==> src/psm_pkg.sv <==
// ---------------------------------------------------------------------------
// psm_pkg: shared types and constants of the p-code stack machine
// Opcodes, operator codes, fault codes and the divider status struct.
// ---------------------------------------------------------------------------
`default_nettype none
package psm_pkg;

  localparam int WORD_W = 32;

  localparam logic [2:0] MODE_LIT = 3'd0;
  localparam logic [2:0] MODE_OPR = 3'd1;
  localparam logic [2:0] MODE_LOD = 3'd2;
  localparam logic [2:0] MODE_STO = 3'd3;
  localparam logic [2:0] MODE_CAL = 3'd4;
  localparam logic [2:0] MODE_INT = 3'd5;
  localparam logic [2:0] MODE_JMP = 3'd6;
  localparam logic [2:0] MODE_JPC = 3'd7;

  localparam logic [10:0] OPR_RET = 11'd0;
  localparam logic [10:0] OPR_NEG = 11'd1;
  localparam logic [10:0] OPR_ADD = 11'd2;
  localparam logic [10:0] OPR_SUB = 11'd3;
  localparam logic [10:0] OPR_MUL = 11'd4;
  localparam logic [10:0] OPR_DIV = 11'd5;
  localparam logic [10:0] OPR_ODD = 11'd6;
  localparam logic [10:0] OPR_EQ  = 11'd8;
  localparam logic [10:0] OPR_NE  = 11'd9;
  localparam logic [10:0] OPR_LT  = 11'd10;
  localparam logic [10:0] OPR_GE  = 11'd11;
  localparam logic [10:0] OPR_GT  = 11'd12;
  localparam logic [10:0] OPR_LE  = 11'd13;

  localparam logic [1:0] FAULT_NONE  = 2'd0;
  localparam logic [1:0] FAULT_DIV0  = 2'd1;
  localparam logic [1:0] FAULT_STACK = 2'd2;

  typedef struct packed {
    logic busy;
    logic done;
  } div_stat_t;

endpackage
`default_nettype wire

==> src/psm_div.sv <==
// ---------------------------------------------------------------------------
// psm_div: unsigned restoring divider
// One quotient bit per cycle; done pulses as the last quotient bit is registered.
// ---------------------------------------------------------------------------
`default_nettype none
module psm_div (
  input  wire logic                       clk,
  input  wire logic                       rst,
  input  wire logic                       start,
  input  wire logic [psm_pkg::WORD_W-1:0] dividend,
  input  wire logic [psm_pkg::WORD_W-1:0] divisor,
  output logic      [psm_pkg::WORD_W-1:0] quotient,
  output psm_pkg::div_stat_t              stat
);
  localparam int W  = psm_pkg::WORD_W;
  localparam int CW = $clog2(W) + 1;

  logic [W-1:0]  rem;
  logic [W-1:0]  dsr;
  logic [CW-1:0] cnt;
  logic [W:0]    rem_sh;
  logic [W:0]    diff;

  assign rem_sh = {rem, quotient[W-1]};
  assign diff   = rem_sh - {1'b0, dsr};

  always_ff @(posedge clk) begin
    if (rst) begin
      stat <= '0;
    end else begin
      stat.done <= 1'b0;
      if (start) begin
        quotient  <= dividend;
        rem       <= '0;
        dsr       <= divisor;
        cnt       <= CW'(W);
        stat.busy <= 1'b1;
      end else if (stat.busy) begin
        if (!diff[W]) begin
          rem      <= diff[W-1:0];
          quotient <= {quotient[W-2:0], 1'b1};
        end else begin
          rem      <= rem_sh[W-1:0];
          quotient <= {quotient[W-2:0], 1'b0};
        end
        cnt <= cnt - 1'b1;
        if (cnt == CW'(1)) begin
          stat.busy <= 1'b0;
          stat.done <= 1'b1;
        end
      end
    end
  end
endmodule
`default_nettype wire

==> config.mk <==
export PLATFORM = sky130hd
export DESIGN_NAME = psm_div
export DESIGN_NICKNAME = d
export VERILOG_FILES = /design/src/psm_pkg.sv /design/src/psm_div.sv
export SDC_FILE = /design/constraint.sdc
export NUM_CORES = 1
export LEC_CHECK = 0
export ABC_AREA = 1
export ABC_CLOCK_PERIOD_IN_PS = 6700
export BUFFER_PORTS_ARGS = -buffer_cell sky130_fd_sc_hd__buf_2
export CORE_MARGIN = 5
export CORE_UTILIZATION = 53
export CTS_CLUSTER_DIAMETER = 60
export CTS_CLUSTER_SIZE = 40
export DETAILED_ROUTE_END_ITERATION = 12
export HOLD_SLACK_MARGIN = 0.08
export PLACE_DENSITY_LB_ADDON = 0.25
export SYNTH_ARGS = -nofsm -noshare
export SYNTH_HDL_FRONTEND = slang
export SYNTH_SLANG_ARGS = --single-unit
==> constraint.sdc <==
create_clock -name clk -period 6.7 [get_ports clk]
set_input_delay 1.005 -clock clk [delete_from_list [all_inputs] [get_ports clk]]
set_output_delay 1.005 -clock clk [all_outputs]
set_load 0.01 [all_outputs]
==> run summary, run 1 <==
The final net count is 1,157. Number of antenna violations at the first check in global routing: 0. The run finished with clean final reports.

The final hold violation count came out at 0. After synthesis, the share of flip-flops with an asynchronous set or reset is 0%. The worst hold path endpoint is quotient[31]. Of the synthesized area, sequential elements account for 44.5%. The family with the most delay on the worst path was buffers and inverters. In this run, CTS created clock tree buffers numbering 9. The flop-to-flop setup slack is 3990 ps, and the number of cells traversed by the worst register-to-register path is 17. In this run the count of I/O pins placed on the die edge is 101. For this run, the number of Yosys warnings is 0. At the worst endpoint, the arrival time is 3090 ps.

sky130_fd_sc_hd__nand2_1 is the most common cell in the netlist. The tools report the total of endpoints with negative setup slack in the final report as 0. The filler cells instantiated in the layout total 1,222. The clock-pin slew reported for the worst setup and hold paths after clock tree synthesis is 80 ps, and the depth of the worst hold-timing path is 2. Synthesis produced a netlist with a net count of 1,060. The first-pass GRT wire length was 26.0 mm; the number of design-rule violations left by the first detailed-router iteration was 347. The most frequently used flop master after synthesis was sky130_fd_sc_hd__edfxtp_1.

The post-synthesis area per instance was 7.28 sq um. Dominant cell type by area after synthesis: sky130_fd_sc_hd__edfxtp_1. Clock skew on the completed layout was measured at 9.92 ps. Synthesis handed over a netlist of 958 instances. The worst register-to-register path begins at quotient[31]. Via count of the first global-routing pass: 5,642. Setup repair after global routing left no endpoint under its margin. The portion of the clock cycle consumed by the worst path in the final layout is 46.3%, and the final routed wire length divided by cell count is 12.8 um.

The highest net fanout along the worst path is 66. The floorplan has 42 rows. The worst-skew pair later-pin latency came out at 360 ps.

The run gives 0.922 as the placer's final routability congestion estimate. The number of synthesized register bits is 104. The maximum level of the CTS H-tree was 3. In this design, the critical path's most frequently occurring cell is sky130_fd_sc_hd__buf_4. In this run, placement finished with an instance count of 1,220. TritonCTS built the clock tree. The kind of critical path is in -> reg. In the synthesized netlist, the cells that appear most often are 405 x sky130_fd_sc_hd__nand2_1, 168 x sky130_fd_sc_hd__inv_1, 108 x sky130_fd_sc_hd__nor2_1, 102 x sky130_fd_sc_hd__edfxtp_1, 34 x sky130_fd_sc_hd__ha_1. For this run, the total global-route usage over all layers was measured as 20.5%. The tree is rooted in a sky130_fd_sc_hd__clkbuf_16. By area the synthesized netlist is led by sky130_fd_sc_hd__edfxtp_1 44%, sky130_fd_sc_hd__nand2_1 22%, sky130_fd_sc_hd__inv_1 9.0%. The final layout contains routed wiring with a total length of 15.8 mm.

For the detailed-routing iteration count for the pre-antenna-repair pass, the log shows 5. The run gives 4.25 nW as the leakage power of the design. The clock passes through at most 2 buffers. After clock tree synthesis, the repair step resized 0 gates.

The area added between synthesis and finish works out to 13.4%. The logs give 3100 sq um for the storage element area and 104 for the number of clock sinks seen by CTS. The cell count along the critical path works out to 5. Counting flops with a built-in enable in the synthesized netlist gives 102.

The detailed router placed 5,968 vias in this run. The worst setup path is captured at a register. The share of final-layout standard cells stronger than drive strength 1 was 13.3%. Summed over all failing endpoints, the final setup total negative slack is 0 ps. In this run the biggest area consumer among cell types represents 43.9% of the synthesized area. The core region is 13,100 sq um. Timing would allow up to 322 MHz. Once detail routing completed, the nets flagged for antenna violations numbered 0.

Power per cell area: 238 nW/um^2. The floorplan step defined a die boundary enclosing 15,600 sq um. The die is 125 um tall. Number of buffers added for setup after CTS: 0.

For the max-slew violation count, the log shows 0. The library cell contributing the largest single delay on the critical path was sky130_fd_sc_hd__buf_4. The run gives 3160 sq um as the multi-input gate area in the final layout.

Data on the critical path is required at its endpoint by 6680 ps. After global routing the overflow that remains totals 0. The logs give 34 for the number of library cell types mapped by synthesis and 1,236 for the final non-filler cell total.

The logs give 53.3% for the effective utilization at floorplan and 67 for the maximum number of pins on one net before global-route repair. The worst hold path begins at quotient[30]. The logs give 0.144 mV for the highest ir drop seen on vdd and 35.0% for the headroom to the max-slew limit. The tools report the type of origin of the critical path as an input pin. The path class of the lowest-slack min-delay path is reg -> reg. The run gives 0 as the post-route DRC violation count.

The floorplan step set the die width to 125 um. After synthesis the cells add up to 6980 sq um. The maximum cell stage delay along the critical path is 720 ps, and the detailed placement HPWL is 11.8 mm. The slew at the pin closest to its max-slew limit works out to 973 ps. The critical path goes through buf_2, inv_2, buf_4, a21oi_4, buf_4. The minimum clock period works out to 3100 ps.

The endpoint identified for the worst register-to-register timing path is rem[22]. The number of hold buffers added after CTS was 0. The tools report the number of antenna repair diodes as 0.

In the routed layout, each cell is associated on average with a via count of 4.83. The number of buffers and inverters on the critical path is 4. Max-cap violations in this run came to 0. The number of port buffers came out at 100.
-- state kept, by name, indices dropped and copies added (netlist names) --
signal	count
cnt	6
dsr	32
quotient	32
rem	32
stat	2
-- layer usage --
| metal | part of all wire [%] | GRT usage [%] | up-vias |
|---|---|---|---|
| li1 | - | - | 3135 |
| met1 | 45 | 26.8 | 2620 |
| met2 | 46 | 33.3 | 191 |
| met3 | 7.0 | 4.25 | 22 |
| met4 | 2.2 | 8.06 | 0 |
| met5 | 0 | 0 | - |
-- through the flow --
step / worst slack, ps / total power [mW] / utilization (%) / area (sq um) / hold WS (ps)
2_1_floorplan: 1540 / 1.26 / - / 6980 / 480
3_3_place_gp: 3270 / 1.38 / 58.3 / 7630 / 522
3_5_place_dp: 3250 / 1.39 / 58.3 / 7630 / 522
4_1_cts: 3600 / 1.89 / 60.5 / 7910 / 549
5_1_grt: 3410 / 2.00 / 60.5 / 7910 / 575
6_report: 3600 / 1.89 / 60.5 / 7910 / 544
-- how the worst max path moves through the flow --
stage | from | endpoint | slack, ps
2_1_floorplan | start | cnt[0] | 1540
3_3_place_gp | start | rem[24] | 3270
3_5_place_dp | start | rem[23] | 3250
4_1_cts | start | rem[23] | 3600
5_1_grt | start | rem[25] | 3410
6_report | start | rem[25] | 3600
-- layout make-up --
type	count	area share (%)
clock inverters	7	0.649
repair buffers	102	6.52
multi-input cells	669	40.0
inverters	169	8.02
clock buffers	9	2.85
flip-flops and latches	104	39.2
well taps	176	2.78
-- power by group --
part / switching, mW / internal, mW / total [mW]
registers: 0.0264 / 0.786 / 0.813
clock network: 0.252 / 0.255 / 0.507
logic: 0.369 / 0.196 / 0.565
-- kinds of logic after synthesis --
kind of cell / after synthesis / synth area share, %
xor+xnor: 15 / 1.88
fa+ha+maj: 35 / 6.38
compound gates: 34 / 2.67
simple gates: 585 / 34.1
buf+inv: 185 / 10.5
flops: 104 / 44.5
-- cell usage in the layout (no fill, tap or decap), types with 3 or more instances in the layout --
| cell type | instances |
|---|---|
| sky130_fd_sc_hd__nand4_1 | 8 |
| sky130_fd_sc_hd__a21oi_1 | 24 |
| sky130_fd_sc_hd__nor3_1 | 3 |
| sky130_fd_sc_hd__ha_1 | 34 |
| sky130_fd_sc_hd__o21ai_0 | 3 |
| sky130_fd_sc_hd__nand3_1 | 30 |
| sky130_fd_sc_hd__nor2_1 | 107 |
| sky130_fd_sc_hd__nor2_2 | 3 |
| sky130_fd_sc_hd__buf_2 | 100 |
| sky130_fd_sc_hd__edfxtp_1 | 102 |
| sky130_fd_sc_hd__inv_1 | 167 |
| sky130_fd_sc_hd__nand2_1 | 405 |
| sky130_fd_sc_hd__clkbuf_16 | 9 |
| sky130_fd_sc_hd__nand3b_1 | 8 |
| sky130_fd_sc_hd__xor2_1 | 14 |
| sky130_fd_sc_hd__nand2_2 | 9 |
-- worst reg2reg max path, cell delays in order (launching register included) --
cell                       delay, ps
sky130_fd_sc_hd__edfxtp_1        360
sky130_fd_sc_hd__inv_1            50
sky130_fd_sc_hd__ha_1            220
sky130_fd_sc_hd__fa_1            420
sky130_fd_sc_hd__inv_1           120
sky130_fd_sc_hd__nand2_1          60
sky130_fd_sc_hd__nand2_1         110
sky130_fd_sc_hd__nand3_2          70
sky130_fd_sc_hd__nand2_2         120
sky130_fd_sc_hd__nand2_2          70
sky130_fd_sc_hd__nand2_2          90
sky130_fd_sc_hd__nand2_2          80
sky130_fd_sc_hd__nand2_2         100
sky130_fd_sc_hd__nand2_2          70
sky130_fd_sc_hd__nand2_4         280
sky130_fd_sc_hd__nand2_1         100
sky130_fd_sc_hd__nand2_1          80
sky130_fd_sc_hd__nor2_1           50
(Power assumes the default switching activity.)
==> inputs of run 2 (changes only) <==
- ABC_CLOCK_PERIOD_IN_PS: 6700 -> 2600
- clock period: 6.7 -> 2.6 ns (I/O delays scaled with it)
==> run 2 against run 1 <==
Compared with the run above: clock skew up 2.1 ps; sequential power rose to 2.6 times the previous value; non-clock buffer count rose by 6; count of clock-buffer cells in the layout unchanged; die area stayed put.
==> run summary, run 2 (same netlist as run 1, synthesis figures left out) <==
In this run the cell area measured after placement is 7670 sq um. The most critical setup path has its endpoint at rem[10]. Max-cap violations in this run came to 0. The tools report the internal power as 3.33 mW. The final layout contains routed wiring with a total length of 17.1 mm. The logs give 42 for the number of placement rows and 0.462 mV for the highest ir drop seen on vdd. From synthesis to final layout, the design area changed by 16.1%. TritonCTS built the clock tree.

The worst register-to-register path begins at rem[22]. Setup violations remaining at the end of the flow were counted as 0. The via count of the first global-routing pass was 5,941; the power share of the sequential group was 40.9%. The clock skew after layout is 12.1 ps, and the total CTS buffers is 9. The first element of the critical path is rem[22]. The worst setup path is of the reg -> reg kind. On the critical path the largest part of the delay comes from simple AND/OR/NAND/NOR gates. Overall die height: 125 um. The depth of the worst hold-timing path works out to 1.

The most numerous cell type found on the critical path is sky130_fd_sc_hd__nand2_1. The detailed-routing iteration count for the pre-antenna-repair pass is 5, and the power per cell area is 633 nW/um^2. In this run the tool buffered the top-level ports with 100 buffer cells.

The library cell used most frequently in the layout, excluding fill and tap cells, is sky130_fd_sc_hd__nand2_1. After routing the design area is 8100 sq um. The endpoint identified for the worst register-to-register timing path is rem[10].

The first routing iteration left 428 violations. STA puts the critical path data required time at 2720 ps. The highest net fanout along the worst path is 14, and the via density per instance is 4.91. In this run, the combinational gates consume 30.8% of the power. The die covers 15,600 sq um. At the later pin of the worst-skew pair, clock insertion delay measures 370 ps.

The flow ran to the end, and the final reports show no timing, DRC or antenna violations. After the last flow step, the layout net total stands at 1,167. The signal on the critical path passes through ha_1, nand2_1, inv_1, nand2_1, nand2_1, inv_1, nand2_1, a21oi_4, nand2_4, nand2_4, nand2_4, nor2_1, nor2_1.

The cell count along the critical path came out at 13. STA classifies the critical path endpoint as a register. The number of buffers inserted by hold repair at cts is 0, and the width of the chip is 125 um. The detail route stage leaves a number of antenna-violating nets equal to 0. For the maximum number of pins on one net before global-route repair, the log shows 65. For this design the static power due to leakage is 4.35 nW. For the clock network power share, the log shows 28.3%.

Detailed placement finished with a half-perimeter wire length of 12.2 mm. The clock tree synthesis step divided the H-tree into 3 levels. The repair_antennas step left the layout with diodes totalling 0. Cells fill 61.9% of the core in the end. In the layout the commonest cells are 404 x sky130_fd_sc_hd__nand2_1, 167 x sky130_fd_sc_hd__inv_1, 107 x sky130_fd_sc_hd__nor2_1.

The detailed router placed 6,123 vias in this run. At the worst endpoint, the arrival time is 2570 ps. The final hold violation count is 0. Clock-pin slew was measured on the worst setup and hold paths at 80 ps. Global routing consumed, over all layers together, 21.1% of the routing resources. The largest registers in the layout are dsr x32, quotient x32, rem x32.

The run gives 0 as the number of antenna violations at the first check in global routing. The clock drives 104 sinks. The total congestion overflow came out at 0. For this run, design rule violations remaining after detail routing come to 0. The cell sitting at the root of the clock tree is a sky130_fd_sc_hd__clkbuf_16.

Dividing the final minimum period by the clock period gives 93.9%. The slew at the pin closest to its max-slew limit is 1010 ps, and the final routed wire length divided by cell count is 13.8 um. At the end of routability-driven placement, the weighted congestion stood at 0.962.

For flop-to-flop paths, the worst setup slack is 160 ps. Library cell contributing the largest single delay on the critical path: sky130_fd_sc_hd__edfxtp_1. The first global-routing pass estimated 26.7 mm of wire. The number of cells on the worst reg-to-reg path is 13.

The worst hold path belongs to the class in -> reg. The tools report the type of origin of the critical path as a register. The worst path needs 2440 ps of the cycle, external delays included. Net switching is 35.0% of the power.

The effective utilization at floorplan is 53.3%, and the number of primary I/O pins is 101. Maximum cell stage delay along the critical path: 410 ps. The region available for standard cell placement spans 13,100 sq um. Counting along the longest clock path gives a buffer depth of 2. The tools report the highest clock rate as 409 MHz. For this design the total switching power over the nets is 1.80 mW. Headroom to the max-slew limit: 32.7%. The number of buffers and inverters on the critical path is 2. The run gives 0 as the max-slew violation count. Cells with a size suffix above 1 make up 14.7% of the layout.
run 2: changes by cell type in the layout (fill, tap and decap cells not counted), moves of 2 or more:
cell	delta
sky130_fd_sc_hd__buf_4	+6
sky130_fd_sc_hd__nand2_4	+5
sky130_fd_sc_hd__clkinv_1	-2
sky130_fd_sc_hd__nand2_2	-2
sky130_fd_sc_hd__nand2_8	+2
sky130_fd_sc_hd__nand3_1	-2
sky130_fd_sc_hd__nand3_4	+2
run 2: worst min-delay path by stage:
stage	from	endpoint	slack, ps
finish	divisor[4]	dsr[4]	190
global route	divisor[16]	dsr[16]	190
CTS	divisor[4]	dsr[4]	180
detailed placement	stat[1]	stat[0]	520
global placement	stat[1]	stat[0]	520
floorplan	rst	stat[0]	470
run 2: worst reg2reg max path, cell delays in order, from the launching register on:
cell	delay [ps]
sky130_fd_sc_hd__edfxtp_1	410
sky130_fd_sc_hd__ha_1	370
sky130_fd_sc_hd__nand2_1	160
sky130_fd_sc_hd__inv_1	70
sky130_fd_sc_hd__nand2_1	70
sky130_fd_sc_hd__nand2_1	70
sky130_fd_sc_hd__inv_1	70
sky130_fd_sc_hd__nand2_1	100
sky130_fd_sc_hd__a21oi_4	280
sky130_fd_sc_hd__nand2_4	110
sky130_fd_sc_hd__nand2_4	160
sky130_fd_sc_hd__nand2_4	160
sky130_fd_sc_hd__nor2_1	140
sky130_fd_sc_hd__nor2_1	50
run 2: final cells by class:
| type | count | area, sq um |
|---|---|---|
| fillers | 1229 | 4980 |
| clock buffers | 9 | 225 |
| flip-flops and latches | 104 | 3100 |
| multi-input cells | 673 | 3280 |
| repair buffers | 108 | 561 |
| clock inverters | 7 | 82.6 |
| well taps | 176 | 220 |
| inverters | 169 | 634 |
run 2: what timing repair did:
action | CTS | global route
resized for setup | 1 | 11
setup endpoints to repair | 18 | 32
gates cloned | 0 | 4
endpoints found under the hold margin | 0 | 0
pin swaps | 0 | 4
buffers inserted | 0 | 1
run 2: per-stage QoR:
stage / power, mW / setup WS, ps / setup TNS (ps) / std cells / hold WS (ps)
3_3_place_gp: 3.57 / 120 / 0 / 1225 / 519
5_1_grt: 5.42 / -25.1 / -119 / 1246 / 190
4_1_cts: 5.05 / 43.0 / 0 / 1241 / 185
6_report: 5.13 / 158 / 0 / 1246 / 193
3_5_place_dp: 3.59 / -26.1 / -296 / 1225 / 515
2_1_floorplan: 3.24 / 124 / 0 / 958 / 467
run 2: layer usage:
metal / wire length (um) / vias up / part of all wire (%) / GRT usage, %
met1: 7780 / 2682 / 45 / 28.0
met3: 1350 / 32 / 7.9 / 4.93
met5: 0 / - / 0 / 0
li1: - / 3165 / - / -
met2: 7590 / 244 / 44 / 34.0
met4: 427 / 0 / 2.5 / 7.09
run 2: power by group through the flow:
stage,logic (mW),clock network [mW],registers [mW]
3_5_place_dp,1.46,0,2.13
4_1_cts,1.48,1.47,2.09
3_3_place_gp,1.44,0,2.13
5_1_grt,1.79,1.52,2.11
2_1_floorplan,1.11,0,2.13
6_report,1.58,1.45,2.10
==> inputs of run 3 (changes only) <==
- PLACE_DENSITY_LB_ADDON: 0.25 -> 0.3
==> run 3 against run 2 <==
Compared with the run above: sequential cell count unchanged; highest routed layer unchanged; core utilization increased by 0.74 points; largest cell class unchanged; clock skew decreased by 1.8 ps; combinational power increased by 6%.
==> run summary, run 3 (same netlist as run 1, synthesis figures left out) <==
The via count of the first global-routing pass is 5,632. The minimum setup slack in the final design was 52.5 ps; the slew at the pin closest to its max-slew limit was 983 ps. For the total congestion overflow, the log shows 0.

The detailed-route wire length is 17.1 mm. The tools report the number of buffers inserted by hold repair at cts as 0. The maximum clock insertion buffer count was 2. The die is 125 um tall.

The area added between synthesis and finish works out to 17.5%. The via density per instance is 4.93, and the maximum number of pins on one net before global-route repair is 69. In this run the critical register-to-register path is launched from rem[17].

The tools report the number of antenna violations at the first check in global routing as 0. 101 I/O pins were placed. The first detailed-routing pass took 5 iterations. In this run the remaining antenna-violating nets after routing total 0.

The worst setup path is captured at a register. The core region is 13,100 sq um. The die is 125 um wide. The total CTS buffers is 9, and the number of placement rows is 42. Dividing the detail-routed wire length by the instance count gives 13.7 um. The die covers 15,600 sq um.

The worst-case IR drop observed on VDD is 0.433 mV. The logs give 6,152 for the routed via count and 53.3% for the effective utilization at floorplan. At the worst endpoint, the required time is 2710 ps. Setup violations remaining at the end of the flow were counted as 0. Data on the critical path arrives at its endpoint at 2660 ps.

In the final layout, the share of cells above drive strength 1 is 14.7%. Final hold analysis gives a worst-case slack of 205 ps. The later pin in the worst-skew pair is clocked with a latency of 360 ps. The flow ran to the end, and the final reports show no timing, DRC or antenna violations.

The clock-pin slew reported for the worst setup and hold paths after clock tree synthesis is 70 ps, and the number of clock sinks seen by CTS is 104. For the finished layout, the period the worst path requires is 2550 ps. The worst register-to-register path ends at rem[1]. The clock tree root driver cell is sky130_fd_sc_hd__clkbuf_16. The placer's final routability congestion estimate was 0.937.

Dividing total power by cell area gives a power density of 624 nW/um^2. Leaving out fill and tap cells, the most frequent cell in the layout is sky130_fd_sc_hd__nand2_1. The type of origin of the critical path is a register.

For this run, design rule violations remaining after detail routing come to 0. 0 antenna diodes ended up in the layout. In the final layout, the registers with the most flip-flops are dsr x32, quotient x32, rem x32. The worst setup slack before clock tree synthesis is -4.58 ps. Worst hold path endpoint: dsr[29].

For the maximum level of the CTS H-tree, the log shows 3. The logs give 478 for the number of design-rule violations left by the first detailed-router iteration and 11.8 mm for the detailed placement HPWL. The total routing resource utilization after global routing came out at 20.5%. The highest net fanout along the worst path works out to 8. For this run, the top clock speed supported by timing is 393 MHz.

In this run the tool buffered the top-level ports with 100 buffer cells. The first global-routing pass estimated 26.2 mm of wire. After layout, the worst path uses 98.0% of the clock period. In this run the most critical hold path is launched from divisor[29]. The final hold violation count is 0, and the number of cells traversed by the worst register-to-register path is 13. In the layout the commonest cells are 405 x sky130_fd_sc_hd__nand2_1, 166 x sky130_fd_sc_hd__inv_1, 106 x sky130_fd_sc_hd__nor2_1. The tools report the number of max-cap violations as 0.

The kind of critical path is reg -> reg. The max-slew violation count was 0. TritonCTS built the clock tree. In the final design database the tool counted 1,168 nets. The path class of the lowest-slack min-delay path is in -> reg. The clock arrives with 10.2 ps of skew.

In this run the static leakage power is 4.35 nW. The depth of the worst hold-timing path came out at 1. The tools report the flop-to-flop setup slack as 50 ps. Headroom to the max-slew limit came out at 34.3%.
[run 3: cell count changes in the layout (fill, tap and decap cells not counted), sizes merged]
cell	change
clkbuf	+3
inv	-3
nand2	+2
buf	-1
[run 3: how the worst max path moves through the flow]
stage | slack, ps | endpoint | cells past startpoint | start
after floorplan | 120 | dsr[0] | 3 | start
after global routing | -50 | rem[2] | 13 | rem[17]
after global placement | 140 | rem[24] | 17 | quotient[31]
after detailed placement | -5 | rem[0] | 17 | quotient[31]
final | 50 | rem[1] | 13 | rem[17]
after CTS | 80 | rem[0] | 17 | quotient[31]
[run 3: area by class of cell]
type	instances	area, sq um
clock buffer	12	236
clock inverter	4	53.8
fill	1193	4890
inverter	169	634
multi-input combinational	675	3370
sequential	104	3100
tap	176	220
timing repair buffer	107	578
[run 3: report_power, final]
| part | internal [mW] | switching, mW |
|---|---|---|
| logic | 0.580 | 1.09 |
| clock network | 0.751 | 0.596 |
| registers | 2.03 | 0.0733 |
| total | 3.36 | 1.76 |
[run 3: layer usage]
layer / wire length [um] / vias to the layer above / GRT usage, %
met5: 0 / - / 0
met4: 444 / 0 / 7.48
met3: 1480 / 31 / 4.59
met2: 7740 / 237 / 32.3
met1: 7470 / 2704 / 27.8
li1: - / 3180 / -
[run 3: worst max-delay path: stages, from the launching register on]
cell,delay (ps)
sky130_fd_sc_hd__edfxtp_1,440
sky130_fd_sc_hd__ha_1,370
sky130_fd_sc_hd__nand2_1,160
sky130_fd_sc_hd__inv_1,60
sky130_fd_sc_hd__nand2_1,60
sky130_fd_sc_hd__nand2_1,60
sky130_fd_sc_hd__nand2_1,60
sky130_fd_sc_hd__nand2_1,90
sky130_fd_sc_hd__a21oi_4,270
sky130_fd_sc_hd__nand3_4,320
sky130_fd_sc_hd__nand2_8,230
sky130_fd_sc_hd__nand2_1,60
sky130_fd_sc_hd__nand2_1,60
sky130_fd_sc_hd__nor2_1,50
[run 3: timing repair]
action,in CTS,in global routing
buffers inserted,0,1
setup endpoints to repair,15,32
pin swaps,0,6
gates resized for setup,1,20
gates cloned,0,6
[run 3: stage by stage]
stage	instances	power [mW]	setup TNS (ps)	area, sq um	utilization, %
after floorplan	958	3.24	0	6990	-
after global placement	1224	3.56	0	7680	58.7
after detailed placement	1224	3.59	-4.58	7680	58.7
after CTS	1240	4.95	0	7980	60.9
after global routing	1247	5.43	-930	8200	62.7
final	1247	5.12	0	8200	62.7
